==> config.mk <==
export PLATFORM = sky130hd
export DESIGN_NAME = modbus_response_frame_checker_unit
export DESIGN_NICKNAME = d
export VERILOG_FILES = /design/src/rtl/mbrc_pkg.sv /design/src/rtl/modbus_response_frame_checker_unit.sv /design/src/rtl/mbrc_csr.sv /design/src/rtl/mbrc_frame_check.sv
export SDC_FILE = /design/constraint.sdc
export NUM_CORES = 1
export LEC_CHECK = 0
export BUFFER_PORTS_ARGS = -buffer_cell sky130_fd_sc_hd__buf_2
export CAP_MARGIN = 20
export CELL_PAD_IN_SITES_DETAIL_PLACEMENT = 1
export CELL_PAD_IN_SITES_GLOBAL_PLACEMENT = 1
export CORE_ASPECT_RATIO = 1.25
export CORE_UTILIZATION = 25
export DETAILED_ROUTE_END_ITERATION = 12
export GPL_TIMING_DRIVEN = 0
export MAX_ROUTING_LAYER = met4
export PLACE_DENSITY = 0.55
export SLEW_MARGIN = 0
export SYNTH_ARGS = -nofsm -noshare
export SYNTH_HDL_FRONTEND = slang
export SYNTH_SLANG_ARGS = --single-unit
==> constraint.sdc <==
create_clock -name clock -period 12.15 [get_ports clock]
set_clock_uncertainty 0.05 [all_clocks]
set_input_delay 3.645 -clock clock [delete_from_list [all_inputs] [get_ports clock]]
set_output_delay 3.645 -clock clock [all_outputs]
set_load 0.01 [all_outputs]
==> src/rtl/mbrc_pkg.sv <==
`timescale 1ns / 1ps
// ----------------------------------------------------------------------------
// mbrc_pkg
// shared types, register map and crc helper for the modbus response checker
// ----------------------------------------------------------------------------
package mbrc_pkg;

   localparam int ADDR_W = 5;
   localparam int DATA_W = 32;
   localparam int POS_W  = 16;

   // register indexes, byte address is 4 * index
   localparam logic [2:0] REG_UNIT_ID           = 3'd0;
   localparam logic [2:0] REG_BCAST_ID          = 3'd1;
   localparam logic [2:0] REG_BROADCAST_MODE    = 3'd2;
   localparam logic [2:0] REG_RESPONSE_KIND     = 3'd3;
   localparam logic [2:0] REG_EXPECTED_FUNCTION = 3'd4;
   localparam logic [2:0] REG_EXPECTED_ADDRESS  = 3'd5;
   localparam logic [2:0] REG_REGISTER_COUNT    = 3'd6;

   localparam logic [15:0] CRC_INIT = 16'hFFFF;
   localparam logic [15:0] CRC_POLY = 16'hA001;

   typedef enum logic [2:0] {
      FAULT_NONE     = 3'd0,
      FAULT_ID       = 3'd1,
      FAULT_FUNCTION = 3'd2,
      FAULT_ADDRESS  = 3'd3,
      FAULT_LENGTH   = 3'd4,
      FAULT_CRC      = 3'd5
   } fault_type;

   typedef struct packed {
      logic [7:0]  unit_id;
      logic [7:0]  bcast_id;
      logic        broadcast_mode;
      logic        response_kind;
      logic [7:0]  expected_function;
      logic [15:0] expected_address;
      logic [6:0]  register_count;
   } cfg_type;

   typedef struct packed {
      logic        item_kind;
      logic [15:0] reg_word;
      logic [6:0]  register_slot;
      logic        frame_ok;
      logic [2:0]  fault_code;
      logic        frame_done;
   } rsp_type;

   // byte-wide crc-16/modbus update, lsb first
   function automatic logic [15:0] crc_byte(input logic [15:0] crc, input logic [7:0] b);
      logic [15:0] c;
      c = crc ^ {8'h00, b};
      for (int i = 0; i < 8; i++) begin
         if (c[0]) begin
            c = (c >> 1) ^ CRC_POLY;
         end else begin
            c = c >> 1;
         end
      end
      return c;
   endfunction

endpackage

==> src/rtl/modbus_response_frame_checker_unit.sv <==
`timescale 1ns / 1ps
// ----------------------------------------------------------------------------
// modbus_response_frame_checker_unit
// checks modbus rtu response frames byte by byte against an expected transaction
// ----------------------------------------------------------------------------
// One received byte is one item; frame_start marks the address byte of a new
// frame. The unit takes one item per clock cycle, sustained while results are
// taken. A taken byte sits in the input register while the check stage works
// on it, and its result is loaded into the result register, which drives the
// rsp ports, once that register is free or being drained. The check
// stage runs a byte-wide crc-16/modbus update and the field
// compares combinationally. A result that
// waits stalls the byte behind it in the input register; req_ready drops only
// while both registers are full and rsp_ready is low. A read response yields
// one register value item per data word and a verdict on its last crc byte; a
// write response yields only the verdict.
// The verdict carries the first fault found: id, function, address echo,
// count or length, then crc. The expected transaction lives in seven apb
// registers at byte addresses 0 to 24; they are read live at every byte.
// Bytes that arrive with no frame open and no frame_start are dropped.
// ----------------------------------------------------------------------------
module modbus_response_frame_checker_unit #(
   parameter int MAX_REGISTERS = 125
) (
   input  logic                        clock,
   input  logic                        reset,
   // byte input
   input  logic                        req_valid,
   output logic                        req_ready,
   input  logic [7:0]                  req_rx_byte,
   input  logic                        req_frame_start,
   // result output
   output logic                        rsp_valid,
   input  logic                        rsp_ready,
   output logic                        rsp_item_kind,
   output logic [15:0]                 rsp_reg_word,
   output logic [6:0]                  rsp_register_slot,
   output logic                        rsp_frame_ok,
   output logic [2:0]                  rsp_fault_code,
   output logic                        rsp_frame_done,
   // register port
   input  logic                        psel,
   input  logic                        penable,
   input  logic                        pwrite,
   input  logic [mbrc_pkg::ADDR_W-1:0] paddr,
   input  logic [mbrc_pkg::DATA_W-1:0] pwdata,
   output logic [mbrc_pkg::DATA_W-1:0] prdata,
   output logic                        pready
);
   import mbrc_pkg::*;

   cfg_type    cfg;

   // input register
   logic       in_valid_ff, in_valid_in;
   logic [7:0] in_byte_ff;
   logic       in_start_ff;

   // check stage
   logic       advance;
   logic       emit;
   rsp_type    result;

   // result register
   logic       out_valid_ff, out_valid_in;
   rsp_type    out_ff;

   mbrc_csr u_csr (
      .clock   (clock),
      .reset   (reset),
      .psel    (psel),
      .penable (penable),
      .pwrite  (pwrite),
      .paddr   (paddr),
      .pwdata  (pwdata),
      .prdata  (prdata),
      .pready  (pready),
      .cfg     (cfg)
   );

   // the held byte moves on whenever the result slot is free or draining
   assign advance   = in_valid_ff & (~out_valid_ff | rsp_ready);
   assign req_ready = ~in_valid_ff | advance;

   assign in_valid_in  = (req_valid & req_ready) | (in_valid_ff & ~advance);
   assign out_valid_in = advance ? emit : (out_valid_ff & ~rsp_ready);

   mbrc_frame_check #(
      .MAX_REGISTERS (MAX_REGISTERS)
   ) u_check (
      .clock       (clock),
      .reset       (reset),
      .step        (advance),
      .rx_byte     (in_byte_ff),
      .frame_start (in_start_ff),
      .cfg         (cfg),
      .emit        (emit),
      .result      (result)
   );

   always_ff @(posedge clock) begin
      if (reset) begin
         in_valid_ff  <= 1'b0;
         out_valid_ff <= 1'b0;
      end else begin
         in_valid_ff  <= in_valid_in;
         out_valid_ff <= out_valid_in;
      end
   end

   // payload registers, no reset needed
   always_ff @(posedge clock) begin
      if (req_valid & req_ready) begin
         in_byte_ff  <= req_rx_byte;
         in_start_ff <= req_frame_start;
      end
      if (advance & emit) begin
         out_ff <= result;
      end
   end

   assign rsp_valid          = out_valid_ff;
   assign rsp_item_kind      = out_ff.item_kind;
   assign rsp_reg_word       = out_ff.reg_word;
   assign rsp_register_slot  = out_ff.register_slot;
   assign rsp_frame_ok       = out_ff.frame_ok;
   assign rsp_fault_code     = out_ff.fault_code;
   assign rsp_frame_done     = out_ff.frame_done;

   // back pressure only comes from a full input register behind a blocked result
   a_ready_cause: assert property (@(posedge clock) disable iff (reset)
      !req_ready |-> (in_valid_ff && out_valid_ff && !rsp_ready))
      else $error("input stalled without a blocked result");

   // a stalled byte stays put
   a_hold_stage: assert property (@(posedge clock) disable iff (reset)
      (in_valid_ff && !advance) |=> (in_valid_ff && $stable(in_byte_ff) && $stable(in_start_ff)))
      else $error("held byte changed while stalled");

   // a result that was not taken is not overwritten
   a_no_overwrite: assert property (@(posedge clock) disable iff (reset)
      (out_valid_ff && !rsp_ready) |-> !advance)
      else $error("result register overwritten");

endmodule

==> src/rtl/mbrc_csr.sv <==
`timescale 1ns / 1ps
// ----------------------------------------------------------------------------
// mbrc_csr
// apb register bank holding the expected transaction
// ----------------------------------------------------------------------------
module mbrc_csr (
   input  logic                          clock,
   input  logic                          reset,
   input  logic                          psel,
   input  logic                          penable,
   input  logic                          pwrite,
   input  logic [mbrc_pkg::ADDR_W-1:0]   paddr,
   input  logic [mbrc_pkg::DATA_W-1:0]   pwdata,
   output logic [mbrc_pkg::DATA_W-1:0]   prdata,
   output logic                          pready,
   output mbrc_pkg::cfg_type             cfg
);
   import mbrc_pkg::*;

   cfg_type    cfg_ff;
   cfg_type    cfg_in;
   logic       wr_en;
   logic [2:0] idx;

   assign pready = 1'b1;
   assign wr_en  = psel & penable & pwrite;
   assign idx    = paddr[4:2];
   assign cfg    = cfg_ff;

   always_comb begin
      cfg_in = cfg_ff;
      if (wr_en) begin
         case (idx)
            REG_UNIT_ID:           cfg_in.unit_id           = pwdata[7:0];
            REG_BCAST_ID:          cfg_in.bcast_id          = pwdata[7:0];
            REG_BROADCAST_MODE:    cfg_in.broadcast_mode    = pwdata[0];
            REG_RESPONSE_KIND:     cfg_in.response_kind     = pwdata[0];
            REG_EXPECTED_FUNCTION: cfg_in.expected_function = pwdata[7:0];
            REG_EXPECTED_ADDRESS:  cfg_in.expected_address  = pwdata[15:0];
            REG_REGISTER_COUNT:    cfg_in.register_count    = pwdata[6:0];
            default:               cfg_in = cfg_ff;
         endcase
      end
   end

   always_comb begin
      case (idx)
         REG_UNIT_ID:           prdata = {24'd0, cfg_ff.unit_id};
         REG_BCAST_ID:          prdata = {24'd0, cfg_ff.bcast_id};
         REG_BROADCAST_MODE:    prdata = {31'd0, cfg_ff.broadcast_mode};
         REG_RESPONSE_KIND:     prdata = {31'd0, cfg_ff.response_kind};
         REG_EXPECTED_FUNCTION: prdata = {24'd0, cfg_ff.expected_function};
         REG_EXPECTED_ADDRESS:  prdata = {16'd0, cfg_ff.expected_address};
         REG_REGISTER_COUNT:    prdata = {25'd0, cfg_ff.register_count};
         default:               prdata = '0;
      endcase
   end

   always_ff @(posedge clock) begin
      if (reset) begin
         cfg_ff.unit_id           <= 8'd1;
         cfg_ff.bcast_id          <= 8'd0;
         cfg_ff.broadcast_mode    <= 1'b0;
         cfg_ff.response_kind     <= 1'b0;
         cfg_ff.expected_function <= 8'd3;
         cfg_ff.expected_address  <= 16'd0;
         cfg_ff.register_count    <= 7'd1;
      end else begin
         cfg_ff <= cfg_in;
      end
   end

endmodule

==> src/rtl/mbrc_frame_check.sv <==
`timescale 1ns / 1ps
// ----------------------------------------------------------------------------
// mbrc_frame_check
// per-byte frame state, field compares and crc, one byte per step
// ----------------------------------------------------------------------------
module mbrc_frame_check #(
   parameter int MAX_REGISTERS = 125
) (
   input  logic              clock,
   input  logic              reset,
   input  logic              step,
   input  logic [7:0]        rx_byte,
   input  logic              frame_start,
   input  mbrc_pkg::cfg_type cfg,
   output logic              emit,
   output mbrc_pkg::rsp_type result
);
   import mbrc_pkg::*;

   localparam logic [7:0] MAX_REG = 8'(MAX_REGISTERS);

   logic             in_frame_ff, in_frame_in;
   logic [POS_W-1:0] pos_ff, pos_in;
   logic [15:0]      crc_ff, crc_in;
   logic [7:0]       held_ff, held_in;
   logic [2:0]       fault_ff, fault_in;
   logic [7:0]       crc_low_ff, crc_low_in;

   logic [6:0]       n_eff;
   logic [8:0]       len;
   logic [POS_W:0]   len_x;
   logic [POS_W:0]   pos_p1;
   logic [POS_W:0]   pos_p2;
   logic [POS_W-1:0] pos_m4;
   logic [7:0]       want_id;

   assign n_eff   = ({1'b0, cfg.register_count} > MAX_REG) ? MAX_REG[6:0] : cfg.register_count;
   assign len     = cfg.response_kind ? 9'd8 : (9'd5 + {1'b0, n_eff, 1'b0});
   assign len_x   = (POS_W+1)'(len);
   assign want_id = cfg.broadcast_mode ? cfg.bcast_id : cfg.unit_id;

   always_comb begin
      logic [POS_W-1:0] p;
      logic [15:0]      c;
      logic [7:0]       h;
      logic [2:0]       f;
      logic [7:0]       cl;
      logic [15:0]      got;

      in_frame_in = in_frame_ff;
      pos_in      = pos_ff;
      crc_in      = crc_ff;
      held_in     = held_ff;
      fault_in    = fault_ff;
      crc_low_in  = crc_low_ff;
      emit        = 1'b0;
      result      = '0;

      // a new frame discards whatever was open
      if (frame_start) begin
         p  = '0;
         c  = CRC_INIT;
         h  = 8'd0;
         f  = FAULT_NONE;
         cl = 8'd0;
      end else begin
         p  = pos_ff;
         c  = crc_ff;
         h  = held_ff;
         f  = fault_ff;
         cl = crc_low_ff;
      end
      pos_p1 = {1'b0, p} + (POS_W+1)'(1);
      pos_p2 = {1'b0, p} + (POS_W+1)'(2);
      pos_m4 = p - POS_W'(4);
      got    = {rx_byte, cl};

      if (step && (frame_start || in_frame_ff)) begin
         in_frame_in = 1'b1;
         if (pos_p2 < len_x) begin
            c = crc_byte(c, rx_byte);
         end
         pos_in = pos_p1[POS_W-1:0];

         if (p == '0) begin
            if (rx_byte != want_id && f == FAULT_NONE) f = FAULT_ID;
         end else if (p == POS_W'(1)) begin
            if (rx_byte != cfg.expected_function && f == FAULT_NONE) f = FAULT_FUNCTION;
         end else if (pos_p2 == len_x) begin
            cl = rx_byte;
         end else if (pos_p1 == len_x) begin
            // closing crc byte, verdict
            if (got != c && f == FAULT_NONE) f = FAULT_CRC;
            emit              = 1'b1;
            result.item_kind  = 1'b1;
            result.frame_ok   = (f == FAULT_NONE);
            result.fault_code = f;
            result.frame_done = 1'b1;
            in_frame_in       = 1'b0;
            pos_in            = '0;
         end else if (cfg.response_kind) begin
            if (p == POS_W'(2)) begin
               if (rx_byte != cfg.expected_address[15:8] && f == FAULT_NONE) f = FAULT_ADDRESS;
            end else if (p == POS_W'(3)) begin
               if (rx_byte != cfg.expected_address[7:0] && f == FAULT_NONE) f = FAULT_ADDRESS;
            end else if (p == POS_W'(4)) begin
               if (rx_byte != 8'd0 && f == FAULT_NONE) f = FAULT_LENGTH;
            end else if (p == POS_W'(5)) begin
               if (rx_byte != {1'b0, cfg.register_count} && f == FAULT_NONE) f = FAULT_LENGTH;
            end
         end else begin
            if (p == POS_W'(2)) begin
               if ((({1'b0, cfg.register_count} > MAX_REG) ||
                    (rx_byte != {cfg.register_count, 1'b0})) && f == FAULT_NONE) begin
                  f = FAULT_LENGTH;
               end
            end else if (p[0]) begin
               h = rx_byte;
            end else begin
               emit                  = 1'b1;
               result.item_kind      = 1'b0;
               result.reg_word       = {h, rx_byte};
               result.register_slot  = pos_m4[7:1];
            end
         end

         crc_in     = c;
         held_in    = h;
         fault_in   = f;
         crc_low_in = cl;
      end
   end

   always_ff @(posedge clock) begin
      if (reset) begin
         in_frame_ff <= 1'b0;
         pos_ff      <= '0;
         crc_ff      <= CRC_INIT;
         held_ff     <= 8'd0;
         fault_ff    <= FAULT_NONE;
         crc_low_ff  <= 8'd0;
      end else begin
         in_frame_ff <= in_frame_in;
         pos_ff      <= pos_in;
         crc_ff      <= crc_in;
         held_ff     <= held_in;
         fault_ff    <= fault_in;
         crc_low_ff  <= crc_low_in;
      end
   end

   // a verdict closes the frame
   a_verdict_closes: assert property (@(posedge clock) disable iff (reset)
      (emit && result.frame_done) |=> (!in_frame_ff && pos_ff == '0))
      else $error("frame still open after verdict");

   // stray bytes outside a frame give nothing and leave state alone
   a_idle_quiet: assert property (@(posedge clock) disable iff (reset)
      (step && !frame_start && !in_frame_ff) |=> (!in_frame_ff && $stable(fault_ff)))
      else $error("idle byte changed frame state");

   // value items carry no verdict bits
   a_value_clean: assert property (@(posedge clock) disable iff (reset)
      (emit && !result.item_kind) |-> (!result.frame_ok && !result.frame_done &&
                                       result.fault_code == FAULT_NONE))
      else $error("register value item carries verdict bits");

   // once a fault is latched it is never replaced inside the frame
   a_first_fault: assert property (@(posedge clock) disable iff (reset)
      (step && !frame_start && in_frame_ff && fault_ff != FAULT_NONE) |=>
      (fault_ff == $past(fault_ff) || !in_frame_ff))
      else $error("first fault overwritten");

endmodule

After elaboration in Yosys (flattened, before gate mapping)
Index checks and enable logic that the tools add are counted.

cells by class
  bitwise logic cells = 25
  mux-type cells = 88
  order comparisons = 2
  reductions and logical operators = 26
  $add $sub $neg = 4
  equality and inequality tests = 20

operators by type and width
  kind                                            number
  2-to-1 mux 16 bit                               30
  one-hot mux 16 bit (7 select lines)             1
  2-to-1 mux 8 bit                                13
  2-to-1 mux 3 bit                                24
  2-to-1 mux 24 bit                               2
  != test 8 bit                                   5
  == test 17 x 9 -> 1 bit                         2
  == test 16 x 2 -> 1 bit, second input constant  2
  == test 16 x 3 -> 1 bit, second input constant  2
  NOT 2 -> 3 bit                                  8
  2-to-1 mux 23 bit                               1
  adder 16 x 1 -> 17 bit, second input constant   1
  adder 16 x 2 -> 17 bit, second input constant   1
  < comparator 17 x 9 -> 1 bit                    1
  == test 16 x 1 -> 1 bit, second input constant  1
  logical NOT 16 bit                              1
  != test 16 bit                                  1
  XOR 16 x 8 -> 16 bit                            1
  2-to-1 mux 1 bit                                15
  AND reduction 2 bit                             7
  adder 3 x 8 -> 9 bit, first input constant      1
  == test 3 bit, second input constant            3
  logical AND 1 bit                               9
  logical NOT 3 bit                               3
  other kinds (15)                                30

storage, ports and cells
  output and inout bits = 64
  register bits = 141
  logic and storage cells = 188
  input port bits = 53

Logic depth before layout (Yosys ltp)
Gate-level depths: netlist (run 1).

  word-level depth = 47
  gate-level depth with buffers = 23
  gate-level depth less buffers = 19

By module
From an unflattened synthesis (run 1), not the netlist that was laid out.

second synthesis, totals
  cell total of the unflattened synthesis = 1028
  area, all modules = 9201.3 um2

modules (own cells, without submodules)
  module                              cells each  sequential area each (um2)  area an instance (um2)  instances
  mbrc_frame_check                    718         1041.0                      5383.9                  1
  mbrc_csr                            261         980.9                       2570.0                  1
  modbus_response_frame_checker_unit  49          1181.1                      1247.4                  1

Worst setup path after synthesis (run 1)
No wires, ideal clock.

  path kind = input-to-output
  start = input paddr[2] (netlist name)
  end = output prdata[0] (netlist name)
  setup slack = 3.517 ns
  path buffers = 1
  stages on the path = 3
  required time = 8.455 ns
  arrival time = 4.938 ns
  path through = buf_1 > mux4_2 > mux2_2

between the ends
  word-level cells in the longest chain between the ends = 2
  elaborated cells on any way between the ends = 8
  those cells by class = eq/ne (6); mux (1); reduce/logical (1)

RTL lines
  item                                         line                                      source
  start, declared                              modbus_response_frame_checker_unit.sv:45  input logic [mbrc_pkg::ADDR_W-1:0] paddr,
  == test 3 bit, or another cell as far along  mbrc_csr.sv:47                            case (idx)
  one-hot mux 16 bit (7 select lines) (*)      mbrc_csr.sv:47
  end, declared                                modbus_response_frame_checker_unit.sv:47  output logic [mbrc_pkg::DATA_W-1:0] prdata,

Mark *: on every way between the ends. The rest lies on a longest branch, timed or not.

Worst setup path after layout (run 1)
Ends and elaborated chain as after synthesis.

==> results of run 1 <==
-- through the flow --
stage	instances	hold slack (ns)	instance area, µm²	power, mW	util (%)
6_report	1637	0.420	10600	1.17	30.1
4_1_cts	1636	0.424	10600	1.18	30.0
3_5_place_dp	1604	0.408	10000	0.636	28.3
3_3_place_gp	1604	0.398	10000	0.635	28.3
5_1_grt	1637	0.439	10600	1.21	30.1
2_1_floorplan	1050	0.384	9000	0.589	-
-- cell usage after synthesis (14+ instances only) --
cell      number  area, µm²
a21oi_1       55        275
a22o_1        14        123
and3_1        26        163
buf_2         16       80.1
buf_4         21        158
clkbuf_1      49        184
dfxtp_1      103       2060
edfxtp_1      37       1110
ha_1          19        238
inv_1         18       67.6
mux2i_1       48        480
nand2_1       90        338
nand2b_1      19        119
nand3_1       19       95.1
nor2_1       115        432
nor2b_1       14       87.6
nor3_1        18       90.1
o21ai_0       32        160
o22ai_1       14       87.6
xnor2_1       62        543
xor2_1        47        412
-- area by class of cell --
type,count,area (µm²)
fill,4253,24600
multi-input combinational,793,5280
sequential,140,3170
tap,474,593
clock buffer,20,489
buffer,98,482
timing repair buffer,81,428
clock inverter,12,104
inverter,19,71.3
-- worst max path at each step --
stage,startpoint,endpoint,depth (start not counted)
floorplan,paddr[2],prdata[0],3
global placement,paddr[2],prdata[0],5
detailed placement,paddr[2],prdata[0],5
CTS,paddr[2],prdata[0],5
global route,paddr[2],prdata[0],5
finish,paddr[2],prdata[0],5
-- logic make-up after synthesis --
family                     Yosys count  share of synthesized area, %
xor gates and xnor gates           111                          11.2
adders and majority gates           19                          2.66
other                                2                        0.0839
muxes                               55                          6.76
buffers and inverters              117                          6.18
AOI/OAI and AO/OA                  200                          15.3
DFF                                140                          35.5
and+or+nand+nor                    391                          22.4
-- cell usage in the layout, fill, tap and decap left out, types with 6 or more instances in the layout --
cell type  instances
buf_2             96
conb_1            17
ha_1              19
nand4_1           13
buf_1             10
edfxtp_1          37
buf_4             21
a22o_1            14
dfxtp_1          103
o211ai_1           9
nand2_1           90
clkbuf_16         19
and2_1            12
xnor2_1           62
nand2b_1          19
nand3_1           19
nor2_1           115
and3_1            26
a31oi_1            6
a22oi_1           11
nor3_1            18
nor4_1            13
or2_2              8
xor2_1            47
o22ai_1           14
a21oi_1           55
mux2i_1           48
nor2b_1           14
a211o_1            6
o21ai_1            6
clkbuf_1          49
inv_1             18
or4_1              8
o21ai_0           32
-- power by group --
| group | switching, mW | internal [mW] |
|---|---|---|
| Combinational | 0.0850 | 0.0514 |
| Clock | 0.227 | 0.312 |
| Sequential | 0.00692 | 0.483 |
-- flip-flops by register name, indices dropped and copies added, names as in the netlist, 3 cells and up --
| name | count |
|---|---|
| u_csr.cfg | 49 |
| rsp_reg_word | 16 |
| u_check.crc_ff | 16 |
| u_check.pos_ff | 16 |
| in_byte_ff | 8 |
| u_check.crc_low_ff | 8 |
| u_check.held_ff | 8 |
| rsp_register_slot | 7 |
| rsp_fault_code | 3 |
| u_check.fault_ff | 3 |
-- critical path: cells and delay by family --
kind / cells / cell delay [ns]
mux: 2 / 0.89
buf+inv: 3 / 0.87
-- metal layers --
layer	up-vias	wire [µm]
li1	3875	-
met1	4043	14800
met2	148	16800
met3	36	904
met4	0	743
met5	-	0
==> flow_summary.toml, run 1 <==
[status]
status = "finished, final reports clean"

[clock_network]
cts-resized-gates = 0
cts_hold_buf = 0
worstSkewPairLatency_ns = 0.44
cts_tree = "yes"
postCtsSetupBuffers = 0
root_buffer = "clkbuf_16"
cts_buffers = 17
clk_pin_slew_worst_paths_ns = 0.06
cts_max_level = 4
clock_path_buffers = 2
cts_sinks = 140

[sta]
slew_violations = 0
finalHoldViolCount = 0
fin_crit_sh_pct = 74.9
max-slew-margin-rel_pct = 28.3
worstMarginPinSlew_ns = 1.06
setup_slack_ns = 3.05
fin_tns_setup_ns = 0
setup_violations = 0
post-route-min-period_ns = 9.10
fmax_mhz = 110
rsz0062_at_grt = "false"

[hold_path]
min_path_type = "flop to flop"
whs_endpoint = "u_check.held_ff[3]"
min-delay-start = "u_check.held_ff[3]"
holdPathStages = 1

[synth]
synthCells = 1035
ys_types = 81
syn_area_per_cell_um2 = 8.64
synth_edf_count = 37
ys.flop_type = "dfxtp_1"
ys_ff_latch = 140
yosysSeqAreaShare_pct = 35.5
async_flop_share_pct = 0
yosys_warnings = 0
synth_area_um2 = 8950

[grt]
busiest_layer = "met2"
antenna_found_initial = 0
first_global_vias = 8473
grt.met3_usage_pct = 2.51
overflow = 0
grt_max_degree = 29
grt_pass1_wl_um = 51200
grtUsageTotal_pct = 19.5
use_met2_pct = 33.7
use_met1_pct = 23.2

[setup_path]
crit_required_ns = 8.45
critPathMaxStageDelay_ns = 0.60
path_common_cell = "buf_2"
cp_slowest_cell = "buf_1"
r2r_slack_ns = 5.41
cp.arrival_ns = 5.40
crit_path_start_kind = "input port"
reg2reg_from = "in_start_ff"
r2r-end = "rsp_fault_code[0]"
crit_path_cell_trace = "buf_2 -> buf_1 -> mux4_2 -> mux2_2 -> buf_2"
cp-end-kind = "output pin"
ff2ff_path_depth = 20
worstPathMaxFanout = 10
worstSetupPathType = "input port to output pin"

[routing]
drt-wirelength-per-cell_um = 20.3
wl_um = 33300
drt_first_pass_iters = 4
vias_per_cell = 4.95
drc = 0
num_vias = 8102
postRouteAntennaNets = 0
drtIter0Drc = 354

[placement]
io_buffers = 80
post-place-ws_ns = 3.03
gp_congestion = 0.884
dpl.hpwl_um = 25300

[die]
die_h_um = 213
core_um2 = 35300
floorplan.die_area_um2 = 36500
start_util_pct = 25.4
ios = 117
fp.dieW_um = 171
row_count = 77

[cells_and_area]
insertedDiodeCount = 0
areaGrowthSynthToFinish_pct = 18.7
drive_gt1_share_pct = 15.8
fin_nets = 1222

[power_and_ir_drop]
peakVddDrop_uv = 64.5
power.density_nw_per_um2 = 110
p_leak_nw = 4.14

[job]
maxCapViolCount = 0
Note: power is estimated with default switching activity, not from simulation.
==> run 2: changes to the inputs <==
- ABC_AREA: unset -> 1
- PLACE_DENSITY: 0.55 -> 0.59
- clock period: 12.15 -> 8.14 ns (I/O delays scaled with it)
==> flow_summary.toml, run 2 <==
[status]
status = "finished, final reports clean"

[placement]
dpl.hpwl_um = 27900
io_buffers = 80
gp_congestion = 0.882
dp_cells = 1873

[power_and_ir_drop]
internal_power_mw = 1.21
power_frac_comb_pct = 11.9
power_mw = 1.76
peakVddDrop_uv = 111
power.density_nw_per_um2 = 165
p_sw_mw = 0.556
switching_share_pct = 31.5
clkPwrFrac_pct = 46.5
p_leak_nw = 4.68
pwr-share-seq_pct = 41.5

[synth]
synthAdderAreaFrac_pct = 2.64
yosys_warnings = 0
yosysMostFrequentCell = "nand2_1"
synth.area.mux_share_pct = 0
ys_types = 48
ys_ff_latch = 140
yosysSeqAreaShare_pct = 35.3
synthTopCellsByArea = "dfxtp_1 23%, nand2_1 13%, edfxtp_1 12%, a21oi_1 5.8%, inv_1 5.6%"
synth_xor_area_share_pct = 5.16
ys.flop_type = "dfxtp_1"
synth_edf_count = 37
synthCells = 1304
synth_top_family_by_area = "simple AND/OR/NAND/NOR gates"
async_flop_share_pct = 0
synth_compound_area_share_pct = 15.5
synth_area_um2 = 9000
yosysTopAreaCell = "dfxtp_1"
syn_area_per_cell_um2 = 6.90
synthSimpleGateAreaFrac_pct = 30.3
synth_top_cell_area_share_pct = 22.9
yosys-top-cells-count = "320 x nand2_1, 134 x inv_1, 132 x nor2_1, 104 x a21oi_1, 103 x dfxtp_1"

[cells_and_area]
fin_nets = 1490
seq_area_um2 = 3170
final_common_cell = "nand2_1"
multi_input_area_um2 = 4890
drive_gt1_share_pct = 14.2
largest_reg_flops = 49
final_cell_mix = "319 x nand2_1, 134 x inv_1, 132 x nor2_1"
insertedDiodeCount = 0
post-route-util_pct = 30.1
fill_cells = 4546
final_cells = 1905
areaGrowthSynthToFinish_pct = 18.6

[clock_network]
cts_sinks = 140
cts_tree = "yes"
clk_pin_slew_worst_paths_ns = 0.07
cts_hold_buf = 0
postCtsSetupBuffers = 0
root_buffer = "clkbuf_16"
worstSkewPairLatency_ns = 0.46
cts-resized-gates = 0
clock_path_buffers = 2
cts_max_level = 4
cts_buffers = 17

[sta]
finalHoldViolCount = 0
worstMarginPinSlew_ns = 1.08
fin_crit_sh_pct = 85.0
slew_violations = 0
setup_violations = 0
fin_tns_setup_ns = 0
fmax_mhz = 144
max-slew-margin-rel_pct = 27.6
rsz0062_at_grt = "false"
post-route-min-period_ns = 6.92

[grt]
grt_pass1_wl_um = 54500
first_global_vias = 9186
antenna_found_initial = 0
grt_max_degree = 30
grtUsageTotal_pct = 20.8
overflow = 0

[routing]
postRouteAntennaNets = 0
num_vias = 9152
drt_first_pass_iters = 5
drt-wirelength-per-cell_um = 18.9
wl_um = 36100
drtIter0Drc = 398
drc = 0
vias_per_cell = 4.80

[setup_path]
cp-end-kind = "output pin"
cp.arrival_ns = 4.43
worstSetupPathType = "input port to output pin"
crit_required_ns = 5.65
crit_path_start_kind = "input port"
worstPathMaxFanout = 10

[job]
maxCapViolCount = 0

[die]
floorplan.die_area_um2 = 36800
core_um2 = 35500
ios = 117
row_count = 77
fp.dieW_um = 172
start_util_pct = 25.4
die_h_um = 214

[hold_path]
min_path_type = "flop to flop"
-- run 2: changes by cell type in the layout (fill, tap and decap cells not counted), moves of 17 or more --
cell      previous run  this run
and3_1              26         0
mux2i_1             48         0
xnor2_1             62        13
nand2_1             90       319
inv_1               18       134
o21ai_0             32       100
nand2b_1            19         0
a21oi_1             55       104
clkbuf_1            49        28
nor2_1             115       132
nand3_1             19        75
-- run 2: critical path, cell delays in order --
cell	delay [ns]
buf_2	0.13
inv_1	0.10
nor3_1	0.67
inv_1	0.17
clkbuf_1	0.29
o22ai_1	0.25
a221oi_1	0.09
o21ai_0	0.13
buf_2	0.16
-- run 2: metal layers --
metal	global-route usage [%]	up-vias	share of wire, %
met3	3.49	64	3.6
met1	23.4	4383	42
li1	-	4500	-
met4	8.69	0	3.6
met5	-	-	0
met2	35.8	205	51
-- run 2: cell type report --
cell class	instances	area share, %
Clock buffer	17	3.99
Multi-Input combinational cell	960	45.8
Timing Repair Buffer	80	3.75
Buffer	70	4.02
Inverter	149	5.29
Sequential cell	140	29.7
Tap cell	474	5.56
Clock inverter	15	1.86
-- run 2: cells by family after synthesis --
logic type      count (synthesis)
simple gates                  620
flops                         140
xor+xnor                       53
other cells                     2
buf+inv                       219
fa+ha+maj                      19
compound gates                251
-- run 2: final timing paths --
check | from | to | slack, ns | cells past startpoint
worst max-delay path | paddr[4] | prdata[6] | 1.22 | 9
worst min-delay path | u_check.crc_low_ff[4] | u_check.crc_low_ff[4] | 0.42 | 2
worst max register to register | in_start_ff | rsp_frame_ok | 2.23 | 30
worst min register to register | u_check.crc_low_ff[4] | u_check.crc_low_ff[4] | 0.42 | 2
-- run 2: power groups by stage --
stage	sequential [mW]	clock, mW	combinational, mW
final	0.732	0.820	0.211
after global routing	0.733	0.866	0.232
after CTS	0.732	0.844	0.211
after detailed placement	0.748	0	0.210
after global placement	0.747	0	0.207
after floorplan	0.745	0	0.135
-- run 2: metrics by stage --
step	instance area (µm²)	setup WS (ns)	hold slack (ns)
after floorplan	9050	2.10	0.390
after global placement	10000	1.24	0.402
after detailed placement	10000	1.23	0.407
after CTS	10700	1.21	0.418
after global routing	10700	1.03	0.440
final	10700	1.22	0.416
